===== config.mk =====
export PLATFORM = sky130hd
export DESIGN_NAME = base64_stream_decoder
export DESIGN_NICKNAME = d
export VERILOG_FILES = /design/src/b64d_pkg.sv /design/src/b64d_front.sv /design/src/b64d_queue.sv /design/src/b64d_back.sv /design/src/base64_stream_decoder.sv
export SDC_FILE = /design/constraint.sdc
export NUM_CORES = 1
export LEC_CHECK = 0
export ABC_AREA = 1
export BUFFER_PORTS_ARGS = -buffer_cell sky130_fd_sc_hd__buf_4
export CORE_MARGIN = 2
export CORE_UTILIZATION = 25
export CTS_CLUSTER_SIZE = 40
export DETAILED_ROUTE_END_ITERATION = 6
export HOLD_SLACK_MARGIN = 0.15
export PLACE_DENSITY = 0.43
export RECOVER_POWER = 100
export SLEW_MARGIN = 20
export SYNTH_ARGS = -nofsm -noshare
export SYNTH_HDL_FRONTEND = slang
export SYNTH_SLANG_ARGS = --single-unit

===== constraint.sdc =====
create_clock -name i_clk -period 4.29 [get_ports i_clk]
set_input_delay 0.2145 -clock i_clk [delete_from_list [all_inputs] [get_ports i_clk]]
set_output_delay 0.2145 -clock i_clk [all_outputs]
set_load 0.005 [all_outputs]

===== src/b64d_pkg.sv =====
// shared types, constants and the alphabet lookup for the base64 stream decoder
// no dependencies; used by every module of the block
package b64d_pkg;

    localparam logic [7:0] PadChar = 8'h3D;

    localparam logic [1:0] StOk  = 2'd0;
    localparam logic [1:0] StLen = 2'd1;
    localparam logic [1:0] StBad = 2'd2;

    localparam int QDepth = 4;
    localparam int QPtrW  = $clog2(QDepth);

    typedef struct packed {
        logic [7:0] char_code;
        logic       end_of_text;
    } t_in_beat;

    typedef struct packed {
        logic [7:0] data_byte;
        logic       last_of_run;
        logic       end_of_message;
        logic [1:0] status;
    } t_out_beat;

    // one unit of work for the back end: up to three bytes of a quartet
    typedef struct packed {
        logic [23:0] triple;
        logic [1:0]  count;
        logic        last;
        logic [1:0]  status;
    } t_job;

    typedef struct packed {
        logic       bad;
        logic [5:0] value;
    } t_sextet;

    function automatic t_sextet sextet_of(input logic [7:0] c);
        t_sextet s;
        s.bad   = 1'b0;
        s.value = 6'd0;
        if (c >= 8'h41 && c <= 8'h5A) begin
            s.value = 6'(c - 8'h41);
        end else if (c >= 8'h61 && c <= 8'h7A) begin
            s.value = 6'(c - 8'h61 + 8'd26);
        end else if (c >= 8'h30 && c <= 8'h39) begin
            s.value = 6'(c - 8'h30 + 8'd52);
        end else if (c == 8'h2B) begin
            s.value = 6'd62;
        end else if (c == 8'h2F) begin
            s.value = 6'd63;
        end else begin
            s.bad = 1'b1;
        end
        return s;
    endfunction

endpackage


===== src/b64d_front.sv =====
// front end: takes characters, maps them to sextets and packs quartets into jobs
// depends on b64d_pkg
module b64d_front (
    input  logic               i_clk,
    input  logic               i_rst_n,
    input  logic               i_accept,
    input  b64d_pkg::t_in_beat i_beat,
    output logic               o_push,
    output b64d_pkg::t_job     o_job
);

    logic [1:0]  r_pos;
    logic [17:0] r_acc;
    logic        r_third_pad;
    logic        r_bad;

    b64d_pkg::t_sextet w_sx;
    logic        w_is_pad;
    logic        w_bad_now;
    logic [5:0]  w_val;
    logic        w_last;
    logic [1:0]  w_drop;

    assign w_sx      = b64d_pkg::sextet_of(i_beat.char_code);
    assign w_is_pad  = (i_beat.char_code == b64d_pkg::PadChar);
    assign w_bad_now = !w_is_pad && w_sx.bad;
    assign w_val     = (w_is_pad || w_sx.bad) ? 6'd0 : w_sx.value;
    assign w_last    = i_beat.end_of_text;
    assign w_drop    = {1'b0, w_last && w_is_pad} + {1'b0, w_last && r_third_pad};

    always_comb begin
        o_push = i_accept && ((r_pos == 2'd3) || w_last);
        o_job  = '0;
        if (r_pos == 2'd3) begin
            o_job.triple = {r_acc, w_val};
            o_job.count  = 2'd3 - w_drop;
            o_job.last   = w_last;
            o_job.status = (r_bad || w_bad_now) ? b64d_pkg::StBad : b64d_pkg::StOk;
        end else begin
            // short message: one zero byte carrying the length error
            o_job.triple = 24'd0;
            o_job.count  = 2'd1;
            o_job.last   = 1'b1;
            o_job.status = b64d_pkg::StLen;
        end
    end

    always_ff @(posedge i_clk) begin
        if (!i_rst_n) begin
            r_pos       <= 2'd0;
            r_acc       <= 18'd0;
            r_third_pad <= 1'b0;
            r_bad       <= 1'b0;
        end else if (i_accept) begin
            if (r_pos == 2'd3 || w_last) begin
                r_pos       <= 2'd0;
                r_acc       <= 18'd0;
                r_third_pad <= 1'b0;
                r_bad       <= 1'b0;
            end else begin
                r_acc <= {r_acc[11:0], w_val};
                r_pos <= r_pos + 2'd1;
                r_bad <= r_bad || w_bad_now;
                if (r_pos == 2'd2) begin
                    r_third_pad <= w_is_pad;
                end
            end
        end
    end

    a_short_clears: assert property (@(posedge i_clk) disable iff (!i_rst_n)
        (i_accept && w_last && r_pos != 2'd3) |=> (r_pos == 2'd0 && !r_bad))
        else $error("length error did not clear quartet state");

endmodule


===== src/b64d_queue.sv =====
// short job queue between the front and back ends
// depends on b64d_pkg
module b64d_queue (
    input  logic           i_clk,
    input  logic           i_rst_n,
    input  logic           i_push,
    input  b64d_pkg::t_job i_job,
    input  logic           i_pop,
    output logic           o_full,
    output logic           o_empty,
    output b64d_pkg::t_job o_head
);

    b64d_pkg::t_job r_mem [b64d_pkg::QDepth];
    logic [b64d_pkg::QPtrW-1:0] r_wr;
    logic [b64d_pkg::QPtrW-1:0] r_rd;
    logic [b64d_pkg::QPtrW:0]   r_count;

    assign o_full  = (r_count == (b64d_pkg::QPtrW + 1)'(b64d_pkg::QDepth));
    assign o_empty = (r_count == '0);
    assign o_head  = r_mem[r_rd];

    always_ff @(posedge i_clk) begin
        if (i_push) begin
            r_mem[r_wr] <= i_job;
        end
    end

    always_ff @(posedge i_clk) begin
        if (!i_rst_n) begin
            r_wr    <= '0;
            r_rd    <= '0;
            r_count <= '0;
        end else begin
            if (i_push) begin
                r_wr <= r_wr + 1'b1;
            end
            if (i_pop) begin
                r_rd <= r_rd + 1'b1;
            end
            if (i_push && !i_pop) begin
                r_count <= r_count + 1'b1;
            end else if (i_pop && !i_push) begin
                r_count <= r_count - 1'b1;
            end
        end
    end

    a_no_overflow: assert property (@(posedge i_clk) disable iff (!i_rst_n)
        !(i_push && o_full && !i_pop))
        else $error("job queue overflow");

    a_no_underflow: assert property (@(posedge i_clk) disable iff (!i_rst_n)
        !(i_pop && o_empty))
        else $error("job queue underflow");

endmodule


===== src/b64d_back.sv =====
// back end: splits each job into bytes and holds them in the output register
// depends on b64d_pkg
module b64d_back (
    input  logic                i_clk,
    input  logic                i_rst_n,
    input  logic                i_empty,
    input  b64d_pkg::t_job      i_head,
    output logic                o_pop,
    output logic                o_out_valid,
    input  logic                i_out_ready,
    output b64d_pkg::t_out_beat o_out_data
);

    logic [1:0]          r_idx;
    logic                r_valid;
    b64d_pkg::t_out_beat r_data;

    logic                w_load;
    logic                w_final;
    logic [7:0]          w_byte;

    assign w_load  = !i_empty && (!r_valid || i_out_ready);
    assign w_final = (r_idx == i_head.count - 2'd1);
    assign o_pop   = w_load && w_final;

    always_comb begin
        case (r_idx)
            2'd0:    w_byte = i_head.triple[23:16];
            2'd1:    w_byte = i_head.triple[15:8];
            default: w_byte = i_head.triple[7:0];
        endcase
    end

    always_ff @(posedge i_clk) begin
        if (!i_rst_n) begin
            r_idx   <= 2'd0;
            r_valid <= 1'b0;
        end else begin
            if (w_load) begin
                r_valid <= 1'b1;
                r_idx   <= w_final ? 2'd0 : r_idx + 2'd1;
            end else if (i_out_ready) begin
                r_valid <= 1'b0;
            end
        end
    end

    always_ff @(posedge i_clk) begin
        if (w_load) begin
            r_data.data_byte      <= w_byte;
            r_data.last_of_run    <= w_final;
            r_data.end_of_message <= w_final && i_head.last;
            r_data.status         <= i_head.status;
        end
    end

    assign o_out_valid = r_valid;
    assign o_out_data  = r_data;

    a_idx_in_job: assert property (@(posedge i_clk) disable iff (!i_rst_n)
        !i_empty |-> (r_idx < i_head.count))
        else $error("byte index ran past the job");

endmodule


===== src/base64_stream_decoder.sv =====
// Base64 stream decoder: takes one character per beat and returns up to three
// bytes per quartet, with padding, length-error and bad-character status.
// Characters are accepted one per cycle: the front end forms a quartet's job
// combinationally on its fourth character and hands it to a four-entry queue.
// Unless the receiver stalls, the back end sends one byte per cycle from its
// output register, so a quartet (three bytes per four characters) keeps pace;
// in_ready drops only when the queue is full, which happens only after the
// output side stalls; jobs wait in the queue ahead of the output register.
// depends on b64d_pkg, b64d_front, b64d_queue, b64d_back
module base64_stream_decoder (
    input  logic                i_clk,
    input  logic                i_rst_n,
    input  logic                i_in_valid,
    output logic                o_in_ready,
    input  b64d_pkg::t_in_beat  i_in_data,
    output logic                o_out_valid,
    input  logic                i_out_ready,
    output b64d_pkg::t_out_beat o_out_data
);

    logic           w_accept;
    logic           w_push;
    logic           w_pop;
    logic           w_full;
    logic           w_empty;
    b64d_pkg::t_job w_job;
    b64d_pkg::t_job w_head;

    assign o_in_ready = !w_full;
    assign w_accept   = i_in_valid && o_in_ready;

    b64d_front u_front (
        .i_clk   (i_clk),
        .i_rst_n (i_rst_n),
        .i_accept(w_accept),
        .i_beat  (i_in_data),
        .o_push  (w_push),
        .o_job   (w_job)
    );

    b64d_queue u_queue (
        .i_clk   (i_clk),
        .i_rst_n (i_rst_n),
        .i_push  (w_push),
        .i_job   (w_job),
        .i_pop   (w_pop),
        .o_full  (w_full),
        .o_empty (w_empty),
        .o_head  (w_head)
    );

    b64d_back u_back (
        .i_clk      (i_clk),
        .i_rst_n    (i_rst_n),
        .i_empty    (w_empty),
        .i_head     (w_head),
        .o_pop      (w_pop),
        .o_out_valid(o_out_valid),
        .i_out_ready(i_out_ready),
        .o_out_data (o_out_data)
    );

endmodule


==> impl_results.md <==
- Status: finished, final reports clean
- Synth Register Bits: 162
- Synthesized Nets: 756
- Final ANT Viol Nets: 0
- Die extent in y: 175 um
- Grt ovf: 0
- Ports: 27
- Area growth syn-to-layout: 15.8%
- # resized after CTS: 0
- P_sw: 1480 uW
- Final hold vios: 0
- Post-synthesis cell area: 7300 um^2
- Synth top area cells: edfxtp_1 53%, dfxtp_1 9.3%, nand2_1 7.6%
- DIE AREA: 30600 um^2
- Area fraction of the dominant cell type after synthesis: 0.527
- GPL Wtd Cong: 0.758
- Hold Buf Count CTS: 2
- Initial antenna violation count: 0
- Met3 WL: 416 um
- Post-synthesis sequential area ratio: 0.620
- CP Launch Type: flop
- F_max: 295 MHz
- DR pass1 iterations: 5
- Final Net Count: 782
- Cells on worst reg2reg path: 7
- Clock slew at reported path FFs: 0.07 ns
- Top sig layer: met4
- Minimum clock period after layout: 3.39 ns
- Placed cell count: 1112
- Hold Path Depth: 3
- Setup crit end kind: flop
- Power Internal: 3050 uW
- Setup TNS: 0 ns
- Final setup fails: 0
- H-tree Lvls: 4
- Post-place instance area: 7920 um^2
- TritonCTS Sinks: 162
- Syn Area/Cell: 10.1 um^2
- Worst-Skew Late Latency: 0.42 ns
- Critical path peak fanout: 22
- Post-route clock period utilization: 0.789
- Worst Skew: 0.0133 ns
- Die W: 175 um
- Worst Max-Slew Pin Slew: 1.33 ns
- CP arrival: 3.42 ns
- Post-CTS Setup Bufs: 0
- Antenna Cells: 0
- Max_cap viols: 0
- Synth unique cells: 38
- Overall fraction of global-route tracks in use: 0.117
- Slew Viols, Final: 0
- M1 WL: 8070 um
- Effective utilization at floorplan: 0.254
- Required @ worst endpoint: 4.32 ns
- First-pass GRT wire length: 27300 um
- Final core occ: 0.294
- Met2 wire len: 8410 um
- Via count: 5005
- I/O Buffers: 26
- Largest net degree at the start of global routing: 59
- Total CTS buffers: 17
- Wire length per cell: 15.0 um
- Via-to-Cell Ratio: 4.37
- RSZ-0062 raised after global routing: no
- LEAKAGE: 0.00326 uW
- Final std cells w/o fill: 1146
- Share of post-route cells with drive strength above 1: 0.125
- Synth area leader: edfxtp_1
- Maximum vdd drop: 0.302 mV
- Gate power share: 0.255
- # rows: 62
- Number of DRC markers in iteration 0: 352
- Cell Pwr Density: 536 nW/um^2
- Clk buf depth: 2
- Routed WL: 17100 um
- DRC viols: 0
- HP Class: input pin to flop
- Number of global-route vias before repair: 4954
- Clk pwr share: 0.320
- CTS tree: yes
- Warnings from Yosys: 0
- Critical path class: flop to flop
- Clk root buf: clkbuf_16
- Core area: 28700 um^2
- Post-Synthesis Cells: 723
- Post-route cell area: 8450 um^2
- Post-DP HPWL: 11000 um
- Seq pwr share: 0.425
- Rel. slew slack: 0.112
- Sw Share: 0.326
layout by cell type (no fill, tap or decap), drive strengths merged, types with 2 or more instances in the layout:
cell | synthesis | final
clkbuf | 20 | 36
clkinv | 2 | 9
dlygate4sd3 | 0 | 2
o22ai | 26 | 26
dfxtp | 34 | 34
nor2 | 95 | 95
ha | 19 | 19
inv | 66 | 70
o21ai | 63 | 63
a21oi | 33 | 33
nor3 | 4 | 4
clkinvlp | 0 | 2
edfxtp | 128 | 128
o211ai | 3 | 3
xor2 | 7 | 7
nand2 | 161 | 161
nand3 | 38 | 38
nand4 | 5 | 5
buf | 11 | 18
cells in the mapped netlist, drive strengths merged:
cell     count
fa           1
xnor2        1
a21oi       33
xor2         7
inv         66
edfxtp     128
nand2      161
dfxtp       34
a31oi        1
nor4         1
nand3       38
buf         11
nand3b       1
o211ai       3
and3         1
a2bb2oi      1
ha          19
o21ai       63
a211oi       1
clkbuf      20
nand4        5
nor3         4
o22ai       26
nor2        95
clkinv       2
final cells by class:
class | count | area, um^2
Fill cell | 3057 | 20300
Tap cell | 384 | 480
Sequential cell | 162 | 4530
Clock inverter | 14 | 131
Inverter | 68 | 258
Timing Repair Buffer | 38 | 264
Multi-Input combinational cell | 462 | 2360
Clock buffer | 18 | 429
power by group through the flow:
stage	Sequential [uW]	Combinational [uW]	Clock, uW
final	1920	1160	1450
after CTS	1930	1230	1470
after global placement	1960	1220	0
after floorplan	1960	787	0
after detailed placement	1960	1220	0
after global routing	1940	1330	1540
registers in the layout, summed over array words and instances, names as in the netlist, named ones only:
signal / count
u_queue.r_count: 3
u_back.o_out_data: 12
u_queue.r_rd: 2
u_back.o_out_valid: 1
u_front.r_third_pad: 1
u_queue.r_mem: 116
u_back.r_idx: 2
u_queue.r_wr: 2
u_front.r_acc: 18
u_front.r_pos: 2
u_front.r_bad: 1
critical path, stage by stage, from the launching register on:
cell and delay, ns:
dfxtp_1 0.36, ha_1 0.15, clkbuf_1 0.69, nor2_1 0.20, nor2_1 0.28, inv_1 0.25, nor2_2 0.14, clkbuf_1 0.91
worst paths after layout:
check | slack [ns] | from | to
setup / recovery | 0.90 | u_front.r_pos[1] | u_queue.r_mem[1][28]
hold reg to reg | 0.47 | u_front.r_acc[13] | u_front.r_acc[13]
setup reg to reg | 0.90 | u_front.r_pos[1] | u_queue.r_mem[1][28]
hold / removal | 0.19 | i_in_data[0] | u_queue.r_mem[2][2]
kinds of logic after synthesis:
kind of cell,Yosys count,synth area share
compound gates,128,0.0972
xor+xnor,8,0.0106
fa+ha+maj,20,0.0353
buf+inv,99,0.0559
flops,162,0.620
simple gates,306,0.181
stage by stage:
stage	total power, uW	hold slack [ns]	setup slack, ns
after floorplan	2750	0.437	1.69
after global placement	3180	0.456	1.32
after detailed placement	3180	0.460	1.18
after CTS	4630	0.186	1.18
after global routing	4810	0.199	0.554
final	4530	0.193	0.905
per-layer routing:
metal / vias up / GRT usage
met1: 2419 / 0.148
met2: 60 / 0.198
li1: 2508 / -
met3: 18 / 0.0252
met4: 0 / 0.0361
met5: - / 0
Note: power is estimated with default switching activity, not from simulation.
